### src/hw/rtl/ppsu_pkg.sv
// Shared types, constants and helpers for the partition point selector.
package ppsu_pkg;

  localparam int NUM_SLOTS = 5;
  localparam int SLOT_W    = 3;
  localparam int DATA_W    = 24;
  localparam int COUNT_W   = 10;
  localparam int USAGE_W   = 13;
  localparam int DIV_STEPS = DATA_W;
  localparam int STEP_W    = $clog2(DIV_STEPS);
  localparam int QUAL_W    = DATA_W + 5;
  localparam int RANK_W    = DATA_W + SLOT_W;

  localparam logic [COUNT_W-1:0] MAX_COUNT = {COUNT_W{1'b1}};

  // configuration register indexes
  localparam logic REG_REQUEST_RATE = 1'b0;
  localparam logic REG_SLO_LATENCY  = 1'b1;

  typedef enum logic [2:0] {
    S_IDLE,
    S_EVAL,
    S_DIV,
    S_SAT,
    S_MUL,
    S_REM,
    S_TAIL,
    S_DONE
  } state_t;

  // best point overall
  typedef struct packed {
    logic              valid;
    logic [SLOT_W-1:0] slot;
    logic [DATA_W-1:0] metric;
  } best_status_t;

  // best point of the slot being read
  typedef struct packed {
    logic              valid;
    logic [DATA_W-1:0] tp;
  } slot_status_t;

  // slot 0..3 -> size 1..4, slot 4 -> size 7
  function automatic logic [SLOT_W-1:0] slot_size(input logic [SLOT_W-1:0] slot);
    logic [SLOT_W-1:0] size;
    case (slot)
      3'd0:    size = 3'd1;
      3'd1:    size = 3'd2;
      3'd2:    size = 3'd3;
      3'd3:    size = 3'd4;
      3'd4:    size = 3'd7;
      default: size = 3'd0;
    endcase
    return size;
  endfunction

endpackage

### src/hw/rtl/partition_point_selector_unit.sv
// Partition point selector: top level with sequencer and shared subtractor.
//
// Each profiled point is registered on its transfer and then qualified in the
// evaluate state, which updates the best points. On the point marked last the
// evaluate state is followed by the divide, saturate, multiply, remainder, tail
// and done states, the last repeated while an unread result holds the output
// register: the instance count comes from a restoring divider that retires one
// quotient bit per cycle on the shared 25-bit subtractor, which then forms the
// remaining rate and scans the five size slots one per cycle for the tail
// instance. in_ready is high only between points; a finished result sits in the
// output register, so the next model's points can stream in while it waits.
module partition_point_selector_unit
  import ppsu_pkg::*;
#(
  parameter int BATCH_SLOTS = 16,
  parameter int PROC_SLOTS  = 8,
  localparam int BW = (BATCH_SLOTS > 1) ? $clog2(BATCH_SLOTS) : 1,
  localparam int PW = (PROC_SLOTS > 1) ? $clog2(PROC_SLOTS) : 1
) (
  input  logic               clk,
  input  logic               rst,
  input  logic               cfg_we,
  input  logic               cfg_index,
  input  logic [DATA_W-1:0]  cfg_data,
  input  logic               in_valid,
  output logic               in_ready,
  input  logic [SLOT_W-1:0]  size_slot,
  input  logic [BW-1:0]      batch_index,
  input  logic [PW-1:0]      proc_index,
  input  logic [DATA_W-1:0]  throughput,
  input  logic [DATA_W-1:0]  latency,
  input  logic               last_point,
  output logic               out_valid,
  input  logic               out_ready,
  output logic               found,
  output logic [SLOT_W-1:0]  best_size,
  output logic [BW-1:0]      best_batch,
  output logic [PW-1:0]      best_proc,
  output logic [COUNT_W-1:0] instance_count,
  output logic               tail_fits,
  output logic [SLOT_W-1:0]  tail_size,
  output logic [BW-1:0]      tail_batch,
  output logic [PW-1:0]      tail_proc,
  output logic [USAGE_W-1:0] total_usage
);

  state_t state, state_next;

  logic [DATA_W-1:0] request_rate;
  logic [DATA_W-1:0] slo_latency;

  logic [SLOT_W-1:0] pt_slot;
  logic [BW-1:0]     pt_batch;
  logic [PW-1:0]     pt_proc;
  logic [DATA_W-1:0] pt_trp;
  logic [DATA_W-1:0] pt_ltc;
  logic              pt_last;

  logic [DATA_W-1:0] div_rem;
  logic [DATA_W-1:0] div_work;
  logic [STEP_W-1:0] div_step;
  logic [COUNT_W-1:0] count;
  logic [DATA_W-1:0] product;
  logic [DATA_W-1:0] remaining;
  logic [SLOT_W-1:0] scan_idx;
  logic              tail_hit;
  logic [SLOT_W-1:0] tail_slot;
  logic [BW-1:0]     tail_batch_r;
  logic [PW-1:0]     tail_proc_r;

  logic              in_xfer;
  logic              upd;
  logic              clr;
  logic              load_out;
  logic              div_last;
  logic              tail_fit;
  logic              scan_end;
  logic [SLOT_W-1:0] rd_slot;

  best_status_t      best;
  logic [BW-1:0]     trk_best_batch;
  logic [PW-1:0]     trk_best_proc;
  slot_status_t      slot_st;
  logic [BW-1:0]     slot_batch_rd;
  logic [PW-1:0]     slot_proc_rd;

  logic [DATA_W:0]   sub_a;
  logic [DATA_W:0]   sub_b;
  logic [DATA_W:0]   sub_diff;
  logic              sub_borrow;

  logic [DATA_W+COUNT_W-1:0] mul_full;
  logic [SLOT_W-1:0]  bsize;
  logic [SLOT_W-1:0]  tsize;
  logic [COUNT_W-1:0] count_out;
  logic               tail_ok;

  // configuration
  always_ff @(posedge clk) begin
    if (rst) begin
      request_rate <= '0;
      slo_latency  <= '0;
    end else if (cfg_we) begin
      case (cfg_index)
        REG_REQUEST_RATE: request_rate <= cfg_data;
        REG_SLO_LATENCY:  slo_latency  <= cfg_data;
        default: ;
      endcase
    end
  end

  assign in_xfer = in_valid && in_ready;

  always_ff @(posedge clk) begin
    if (in_xfer) begin
      pt_slot  <= size_slot;
      pt_batch <= batch_index;
      pt_proc  <= proc_index;
      pt_trp   <= throughput;
      pt_ltc   <= latency;
      pt_last  <= last_point;
    end
  end

  assign rd_slot = (state == S_TAIL) ? scan_idx : pt_slot;

  ppsu_tracker #(
    .BATCH_SLOTS (BATCH_SLOTS),
    .PROC_SLOTS  (PROC_SLOTS)
  ) u_tracker (
    .clk           (clk),
    .rst           (rst),
    .upd           (upd),
    .clr           (clr),
    .slo_latency   (slo_latency),
    .rd_slot       (rd_slot),
    .pt_batch      (pt_batch),
    .pt_proc       (pt_proc),
    .pt_trp        (pt_trp),
    .pt_ltc        (pt_ltc),
    .best          (best),
    .best_batch    (trk_best_batch),
    .best_proc     (trk_best_proc),
    .slot_st       (slot_st),
    .slot_batch_rd (slot_batch_rd),
    .slot_proc_rd  (slot_proc_rd)
  );

  // shared subtractor: divider step, remaining rate, tail compare
  always_comb begin
    case (state)
      S_DIV: begin
        sub_a = {div_rem, div_work[DATA_W-1]};
        sub_b = {1'b0, best.metric};
      end
      S_REM: begin
        sub_a = {1'b0, request_rate};
        sub_b = {1'b0, product};
      end
      S_TAIL: begin
        sub_a = {1'b0, slot_st.tp};
        sub_b = {1'b0, remaining};
      end
      default: begin
        sub_a = '0;
        sub_b = '0;
      end
    endcase
  end

  assign {sub_borrow, sub_diff} = {1'b0, sub_a} - {1'b0, sub_b};

  assign div_last = (32'(div_step) == DIV_STEPS - 1);
  assign tail_fit = slot_st.valid && !sub_borrow;
  assign scan_end = (32'(scan_idx) == NUM_SLOTS - 1);
  assign mul_full = (DATA_W+COUNT_W)'(best.metric) * (DATA_W+COUNT_W)'(count);

  // next state
  always_comb begin
    state_next = state;
    case (state)
      S_IDLE: if (in_xfer) state_next = S_EVAL;
      S_EVAL: state_next = pt_last ? S_DIV : S_IDLE;
      S_DIV:  if (div_last) state_next = S_SAT;
      S_SAT:  state_next = S_MUL;
      S_MUL:  state_next = S_REM;
      S_REM:  state_next = S_TAIL;
      S_TAIL: if (tail_fit || scan_end) state_next = S_DONE;
      S_DONE: if (load_out) state_next = S_IDLE;
      default: state_next = S_IDLE;
    endcase
  end

  // control strobes
  always_comb begin
    in_ready = 1'b0;
    upd      = 1'b0;
    load_out = 1'b0;
    case (state)
      S_IDLE: in_ready = 1'b1;
      S_EVAL: upd      = 1'b1;
      S_DONE: load_out = !out_valid || out_ready;
      default: ;
    endcase
  end

  assign clr = load_out;

  always_ff @(posedge clk) begin
    if (rst) state <= S_IDLE;
    else     state <= state_next;
  end

  // sizing datapath
  always_ff @(posedge clk) begin
    case (state)
      S_EVAL: begin
        div_rem  <= '0;
        div_work <= request_rate - DATA_W'(1);
        div_step <= '0;
      end
      S_DIV: begin
        div_rem  <= sub_borrow ? sub_a[DATA_W-1:0] : sub_diff[DATA_W-1:0];
        div_work <= {div_work[DATA_W-2:0], !sub_borrow};
        div_step <= div_step + STEP_W'(1);
      end
      S_SAT: begin
        if (request_rate == '0)
          count <= '0;
        else if (|div_work[DATA_W-1:COUNT_W])
          count <= MAX_COUNT;
        else
          count <= div_work[COUNT_W-1:0];
      end
      S_MUL: product <= mul_full[DATA_W-1:0];
      S_REM: begin
        remaining <= sub_diff[DATA_W-1:0];
        scan_idx  <= '0;
        tail_hit  <= 1'b0;
      end
      S_TAIL: begin
        if (tail_fit) begin
          tail_hit     <= 1'b1;
          tail_slot    <= scan_idx;
          tail_batch_r <= slot_batch_rd;
          tail_proc_r  <= slot_proc_rd;
        end else if (!scan_end) begin
          scan_idx <= scan_idx + SLOT_W'(1);
        end
      end
      default: ;
    endcase
  end

  // result register
  assign tail_ok   = best.valid && tail_hit;
  assign bsize     = best.valid ? slot_size(best.slot) : '0;
  assign tsize     = tail_ok ? slot_size(tail_slot) : '0;
  assign count_out = best.valid ? count : '0;

  always_ff @(posedge clk) begin
    if (rst)
      out_valid <= 1'b0;
    else if (load_out)
      out_valid <= 1'b1;
    else if (out_ready)
      out_valid <= 1'b0;
  end

  always_ff @(posedge clk) begin
    if (load_out) begin
      found          <= best.valid;
      best_size      <= bsize;
      best_batch     <= best.valid ? trk_best_batch : '0;
      best_proc      <= best.valid ? trk_best_proc : '0;
      instance_count <= count_out;
      tail_fits      <= tail_ok;
      tail_size      <= tsize;
      tail_batch     <= tail_ok ? tail_batch_r : '0;
      tail_proc      <= tail_ok ? tail_proc_r : '0;
      total_usage    <= USAGE_W'(bsize) * USAGE_W'(count_out) + USAGE_W'(tsize);
    end
  end

endmodule

### src/hw/rtl/ppsu_tracker.sv
// Point qualification and best-point tracking, overall and per size slot.
module ppsu_tracker
  import ppsu_pkg::*;
#(
  parameter int BATCH_SLOTS = 16,
  parameter int PROC_SLOTS  = 8,
  localparam int BW = (BATCH_SLOTS > 1) ? $clog2(BATCH_SLOTS) : 1,
  localparam int PW = (PROC_SLOTS > 1) ? $clog2(PROC_SLOTS) : 1
) (
  input  logic              clk,
  input  logic              rst,
  input  logic              upd,
  input  logic              clr,
  input  logic [DATA_W-1:0] slo_latency,
  input  logic [SLOT_W-1:0] rd_slot,
  input  logic [BW-1:0]     pt_batch,
  input  logic [PW-1:0]     pt_proc,
  input  logic [DATA_W-1:0] pt_trp,
  input  logic [DATA_W-1:0] pt_ltc,
  output best_status_t      best,
  output logic [BW-1:0]     best_batch,
  output logic [PW-1:0]     best_proc,
  output slot_status_t      slot_st,
  output logic [BW-1:0]     slot_batch_rd,
  output logic [PW-1:0]     slot_proc_rd
);

  logic [DATA_W-1:0] slot_tp    [NUM_SLOTS];
  logic              slot_valid [NUM_SLOTS];
  logic [BW-1:0]     slot_batch [NUM_SLOTS];
  logic [PW-1:0]     slot_proc  [NUM_SLOTS];

  logic              rd_ok;
  logic              in_range;
  logic [QUAL_W-1:0] ltc_x20;
  logic [QUAL_W-1:0] slo_x9;
  logic              qualify;
  logic [RANK_W-1:0] rank_new;
  logic [RANK_W-1:0] rank_old;
  logic              better;
  logic              slot_better;

  assign rd_ok = (32'(rd_slot) < NUM_SLOTS);

  always_comb begin
    if (rd_ok) begin
      slot_st.valid = slot_valid[rd_slot];
      slot_st.tp    = slot_tp[rd_slot];
      slot_batch_rd = slot_batch[rd_slot];
      slot_proc_rd  = slot_proc[rd_slot];
    end else begin
      slot_st       = '0;
      slot_batch_rd = '0;
      slot_proc_rd  = '0;
    end
  end

  // latency below 45 percent of the slo, compared with shift-adds
  assign ltc_x20 = (QUAL_W'(pt_ltc) << 4) + (QUAL_W'(pt_ltc) << 2);
  assign slo_x9  = (QUAL_W'(slo_latency) << 3) + QUAL_W'(slo_latency);

  assign in_range = rd_ok && (32'(pt_batch) < BATCH_SLOTS) && (32'(pt_proc) < PROC_SLOTS);
  assign qualify  = in_range && (ltc_x20 < slo_x9) && (pt_trp != '0);

  // throughput per size, cross-multiplied
  assign rank_new = RANK_W'(pt_trp) * RANK_W'(slot_size(best.slot));
  assign rank_old = RANK_W'(best.metric) * RANK_W'(slot_size(rd_slot));
  assign better   = !best.valid || (rank_new > rank_old);
  assign slot_better = (pt_trp > slot_st.tp);

  always_ff @(posedge clk) begin
    if (rst || clr) begin
      best <= '0;
    end else if (upd && qualify && better) begin
      best.valid  <= 1'b1;
      best.slot   <= rd_slot;
      best.metric <= pt_trp;
    end
  end

  always_ff @(posedge clk) begin
    if (upd && qualify && better) begin
      best_batch <= pt_batch;
      best_proc  <= pt_proc;
    end
  end

  always_ff @(posedge clk) begin
    for (int i = 0; i < NUM_SLOTS; i++) begin
      if (rst || clr) begin
        slot_valid[i] <= 1'b0;
        slot_tp[i]    <= '0;
      end else if (upd && qualify && slot_better && (32'(rd_slot) == i)) begin
        slot_valid[i] <= 1'b1;
        slot_tp[i]    <= pt_trp;
      end
    end
  end

  always_ff @(posedge clk) begin
    for (int i = 0; i < NUM_SLOTS; i++) begin
      if (upd && qualify && slot_better && (32'(rd_slot) == i)) begin
        slot_batch[i] <= pt_batch;
        slot_proc[i]  <= pt_proc;
      end
    end
  end

endmodule

### config.mk
export PLATFORM = sky130hd
export DESIGN_NAME = partition_point_selector_unit
export DESIGN_NICKNAME = d
export VERILOG_FILES = /design/src/hw/rtl/ppsu_pkg.sv /design/src/hw/rtl/partition_point_selector_unit.sv /design/src/hw/rtl/ppsu_tracker.sv
export SDC_FILE = /design/constraint.sdc
export NUM_CORES = 2
export LEC_CHECK = 0
export BUFFER_PORTS_ARGS = -buffer_cell sky130_fd_sc_hd__buf_2
export CORE_MARGIN = 4
export CORE_UTILIZATION = 30
export CTS_BUF_LIST = sky130_fd_sc_hd__clkbuf_8
export CTS_CLUSTER_DIAMETER = 100
export DETAILED_ROUTE_END_ITERATION = 16
export PLACE_DENSITY = 0.53
export SETUP_SLACK_MARGIN = 0.2
export SLEW_MARGIN = 20
export SYNTH_ARGS = -nofsm -noshare
export SYNTH_HDL_FRONTEND = slang
export SYNTH_SLANG_ARGS = --single-unit
### constraint.sdc
create_clock -name clk -period 6.3 [get_ports clk]
set_input_delay 0.63 -clock clk [delete_from_list [all_inputs] [get_ports clk]]
set_output_delay 0.63 -clock clk [all_outputs]
set_load 0.005 [all_outputs]
# Yosys cells after proc, flatten, opt, wreduce, memory -nomap -nowiden
# Memories as Yosys holds them, arrays and structs flattened. A register that Yosys moved wholly into a read port is not among the register bits.
# Cells that the tools add are included.
[totals]
ff_bits = 309
mem_bits_rw = 160
input_bits = 89
out_inout_bits = 47
elab_cells = 225
memories = 4
[mem_list]
columns = ["memory", "depth", "width", "read_ports", "rd_clocked_by_memory_dff", "write_ports", "line", "text"]
rows = [
  ["u_tracker.slot_tp", 5, 24, 1, 0, 5, "ppsu_tracker.sv:28", "logic [DATA_W-1:0] slot_tp [NUM_SLOTS];"],
  ["u_tracker.slot_batch", 5, 4, 1, 1, 1, "ppsu_tracker.sv:30", "logic [BW-1:0] slot_batch [NUM_SLOTS];"],
  ["u_tracker.slot_proc", 5, 3, 1, 1, 1, "ppsu_tracker.sv:31", "logic [PW-1:0] slot_proc [NUM_SLOTS];"],
  ["u_tracker.slot_valid", 5, 1, 1, 0, 5, "ppsu_tracker.sv:29", "logic slot_valid [NUM_SLOTS];"],
]
[classes]
add_sub_neg = 7
multipliers = 4
order_cmp = 4
n_eq_ne = 28
muxes = 87
n_bitwise = 11
reduce_logical = 46
[op_table]
columns = ["cell", "n"]
rows = [
  ["two-way mux 24 bit", 6],
  ["case mux 24 bit (2 select lines)", 2],
  ["case mux 25 bit (3 select lines)", 1],
  ["case mux 24 bit (3 select lines)", 1],
  ["two-way mux 3 bit", 21],
  ["multiplier 24 x 3 -> 27 bit", 2],
  ["case mux 3 bit (5 select lines)", 3],
  ["two-way mux 1 bit", 41],
  ["adder 28 x 26 -> 29 bit", 1],
  ["< comparator 29 bit", 1],
  ["adder 27 x 24 -> 28 bit", 1],
  ["greater-than comparator 27 bit", 1],
  ["subtractor 25 x 25 -> 26 bit", 1],
  ["two-way mux 25 bit", 1],
  ["equality test 3 x 2 -> 1 bit, second input constant", 8],
  ["equality test 3 bit, second input constant", 8],
  ["greater-than comparator 24 bit", 1],
  ["zero test 24 bit", 1],
  ["multiplier 24 x 10 -> 24 bit", 1],
  ["case mux 3 bit (8 select lines)", 1],
  ["nonzero test 24 bit", 1],
  ["subtractor 24 x 1 -> 24 bit, second input constant", 1],
  ["two-way mux 10 bit", 2],
  ["two-way mux 4 bit", 4],
  ["26 further kinds", 76],
]

# Logic depth before layout (Yosys ltp)
[logic_depth]
depth_word = 15
depth_mapped = 34

# Cells and area by module
# Synthesis repeated with hierarchy kept, for this count alone.
[unflattened]
cells_unflattened = 3624
hier_area_um2 = 35828.1
[modules_own_cells]
columns = ["mod", "instances", "cells_per_inst", "area_each_um2", "seq_area_each_um2"]
rows = [
  ["partition_point_selector_unit", 1, 1849, 18925.7, 7917.6],
  ["ppsu_tracker", 1, 1775, 16902.5, 5565.3],
]

# Least setup slack after synthesis
# Ideal clock, no wire load.
[synth_path]
path_type = "reg2reg"
startpoint = "reg slo_latency[0]"
endpoint = "mem u_tracker.slot_tp[2][0], enable pin"
setup_time_ns = 0.446
t_arrival_ns = 6.118
required_ns = 5.854
path_slack_ns = -0.264
stages_incl_launch_ff = 20
synth_period_minus_slack_ns = 6.564
cell_sequence = "dfxtp_1 ha_1 fa_1 a21o_1 a221oi_1 nand3b_1 a21oi_1 o31ai_1 a211oi_1 o21ai_0 xor2_1 ha_1 nand3_1 or4_1 o22ai_1 a2111oi_4 o311ai_4 or2_1 buf_2 o31ai_1"
[synth_rtl]
columns = ["element", "line", "text"]
rows = [
  ["start, declared", "partition_point_selector_unit.sv:50", "logic [DATA_W-1:0] slo_latency;"],
  ["start signal, assigned", "partition_point_selector_unit.sv:106", "REG_SLO_LATENCY: slo_latency <= cfg_data;"],
  ["end, declared", "ppsu_tracker.sv:28", ""],
]

# Worst setup path after layout
[layout_path]
startpoint = "reg state[0]"
endpoint = "reg, netlist name u_tracker.best[25]"
[layout_between]
elab_chain_cells = 8
[layout_lines]
columns = ["element", "line", "text"]
rows = [
  ["start, declared", "partition_point_selector_unit.sv:47", "state_t state, state_next;"],
  ["start signal, assigned", "partition_point_selector_unit.sv:211", "else state <= state_next;"],
  ["equality test 3 bit", "partition_point_selector_unit.sv:125", "assign rd_slot = (state == S_TAIL) ? scan_idx : pt_slot;"],
  ["two-way mux 3 bit", "partition_point_selector_unit.sv:125", ""],
  ["equality test 3 bit (tied with other cells)", "ppsu_pkg.sv:47", "case (slot)"],
  ["case mux 3 bit (5 select lines)", "ppsu_pkg.sv:47", ""],
  ["multiplier 24 x 3 -> 27 bit", "ppsu_tracker.sv:67", "assign rank_old = RANK_W'(best.metric) * RANK_W'(slot_size(rd_slot));"],
  ["greater-than comparator 27 bit", "ppsu_tracker.sv:68", "assign better = !best.valid || (rank_new > rank_old);"],
  ["logical OR 1 bit", "ppsu_tracker.sv:68", ""],
  ["logical AND 1 bit", "ppsu_tracker.sv:74", "end else if (upd && qualify && better) begin"],
]
# Several ways; a longest one is shown, not always the timed one.
# A chain may end at the register's enable or synchronous reset.

==> flow_summary.ini <==
[outcome]
outcome = complete, no violations

[drt]
vias_per_cell = 5.09
dr.max_layer_used = met5
m1WireLength_um = 51200
drt-total-wl_um = 113000
antenna_left = 0
drc_errors = 0
drt_iter0_markers = 2295
firstDrtPassIters = 6
routed-wl-met3_um = 7660
met2_length_um = 50700
detail_route.wl_per_cell_um = 20.5
vias = 28152

[critical_path]
cp-end-kind = flop
required_ns = 6.91
critical_path.max_stage_delay_ns = 0.51
cp-start-kind = flop
critical-path-top-delay-family = compound AO/OA/AOI/OAI gates
worstPathArrival_ns = 6.50
worst_path_max_delay_cell = fa_1
path_max_fanout = 13
crit_type = flop to flop
crit_buf_inv = 6

[timing]
fmaxAchievable_mhz = 170
hold_violations = 0
maxSlewHeadroom = 0.281
fin_crit_sh = 0.935
min_period_ns = 5.89
fin_skew_ns = 0.0460
finalMaxSlewViolations = 0
grt_setup_unrepaired = yes
finalSetupViolCount = 0
worstMarginPinSlew_ns = 1.07

[grt]
grt_pass1_wl_um = 170000
grt_antenna_before_repair = 4
grt_max_degree = 61
overflow = 0
grt_util_all_layers = 0.177
grt_pass1_vias = 27745

[floorplanning]
rows = 126
die_w_um = 353
die-area_um2 = 125000
core-area_um2 = 118000
die-height_um = 353
start_util = 0.303
io_pins = 136

[clock_network]
ctsLongestPathBuffers = 3
root_buffer = clkbuf_8
cts_buffers = 86
cts.clk_slew.worst_paths_ns = 0.06
cts_sinks = 476
cts_tree = yes
h-tree-depth = 3
worstSkewPairLatency_ns = 0.77

[placed_design]
gp_congestion = 0.859
placed_area_um2 = 38800
post-place-cells = 5292
dpl.hpwl_um = 82400
port-buffer-count = 135

[job]
maxCapViolCount = 0

[synth]
yosysSeqAreaShare = 0.377
synthTopCellsByArea = edfxtp_1, fa_1, ha_1, nand2_1, dfxtp_1
async_reset_ff_frac = 0
ys_ff_latch = 476
syn_avg_cell_area_um2 = 9.72
syn_inst = 3677
synthFlopType = edfxtp_1
ys_types = 91
netlist.area_leader.share = 0.332
synth_edf_count = 395
syn_nets = 4221
synth_top_area_cell = edfxtp_1
synth_area_um2 = 35700
synth-warning-count = 0

[power]
p_per_area_nw_per_um2 = 293
swShare = 0.397
p_switching_mw = 4.83
ir_drop_mv = 0.263
p_int_mw = 7.33
power_leakage_nw = 18.0
share_comb_of_total_power = 0.406
p_clk_frac = 0.247
seqPwrFrac = 0.346

[finish]
nNetsFinal = 4462
fin_cells = 5531
layout_common_cells = nand2_1, edfxtp_1, inv_1
final_area_um2 = 41500
layout_commonest_cell = nand2_1
drive_above_1_share = 0.140
area_growth_pct = 16.1
fillCellCount = 11984

[min_path]
worstHoldPathType = input port to flop
==> through the flow <==
stage	hold WS, ns	power [mW]	setup TNS (ns)	worst slack, ns	utilization
2_1_floorplan	0.426	7.44	-19.16	-0.240	-
3_3_place_gp	0.437	8.99	0	0.227	0.328
3_5_place_dp	0.448	9.01	0	0.162	0.328
4_1_cts	0.00233	12.1	0	0.211	0.346
5_1_grt	0.0328	13.0	0	0.130	0.351
6_report	0.0813	12.2	0	0.407	0.351
==> power groups by stage <==
stage / sequential (mW) / combinational [mW] / clock [mW]
floorplan: 4.07 / 3.37 / 0
global placement: 4.27 / 4.72 / 0
detailed placement: 4.27 / 4.74 / 0
CTS: 4.21 / 4.80 / 3.10
global route: 4.23 / 5.49 / 3.23
finish: 4.21 / 4.94 / 3.01
==> per-layer routing <==
layer  GRT usage  up-vias
li1            -    13306
met1       0.243    13796
met2       0.279      877
met3      0.0360      171
met4      0.0565        2
met5           0        -
==> worst paths after layout <==
path | slack, ns | depth (start not counted) | to | start
max | 0.41 | 29 | u_tracker.best[25]$_SDFFE_PP0P_ | state[0]$_SDFFE_PP0P_
min | 0.08 | 1 | pt_trp[9]$_DFFE_PP_ | throughput[9]
max reg2reg | 0.41 | 29 | u_tracker.best[25]$_SDFFE_PP0P_ | state[0]$_SDFFE_PP0P_
min reg2reg | 0.47 | 1 | u_tracker.slot_valid[4]$_DFF_P_ | u_tracker.slot_valid[4]$_DFF_P_
==> sequential cells by signal (all words and copies together) (netlist names), 20 cells and up <==
name                  count
pt_trp                   24
slo_latency              24
div_rem                  24
u_tracker.slot_tp       120
u_tracker.best           28
u_tracker.slot_batch     20
product                  24
remaining                24
request_rate             24
pt_ltc                   24
div_work                 24
==> final cells by class <==
type                            count  area [µm²]  share of cell area
Sequential cell                   476       13500               0.325
Antenna cell                        4        10.0            0.000241
Inverter                          263        1000              0.0241
Timing Repair inverter              3        57.6             0.00139
Timing Repair Buffer              346        2500              0.0602
Tap cell                         1536        1920              0.0463
Multi-Input combinational cell   2742       20800               0.501
Clock buffer                       93        1280              0.0309
Clock inverter                     68         452              0.0109
==> cells by family after synthesis <==
kind of cell               share of synthesized area
AOI/OAI and AO/OA                              0.133
adders and majority gates                      0.200
muxes                                         0.0166
DFF                                            0.377
xor gates and xnor gates                      0.0392
buffers and inverters                         0.0506
and+or+nand+nor                                0.183
==> repair_timing <==
| item | in CTS | in global routing |
|---|---|---|
| cloned | 0 | 8 |
| endpoints found under the hold margin | 35 | 0 |
| endpoints found under the setup margin | 30 | 104 |
| setup buffers | 0 | 31 |
| hold buffers | 35 | 0 |
| gates resized for setup | 3 | 75 |
| pin swaps | 0 | 18 |
==> synth_stat cells, types with 31 or more instances <==
cell type,n
nand3_1,67
clkbuf_1,137
and2_1,230
and3_1,31
edfxtp_1,395
fa_1,193
a21o_1,85
a21oi_1,209
xnor2_1,106
xor2_1,54
inv_1,260
mux2i_1,43
o21ai_0,122
nor3_1,44
nand2_1,655
a22oi_1,43
nor2_1,141
dfxtp_1,81
ha_1,262
Power figures use the tool's default switching activity.
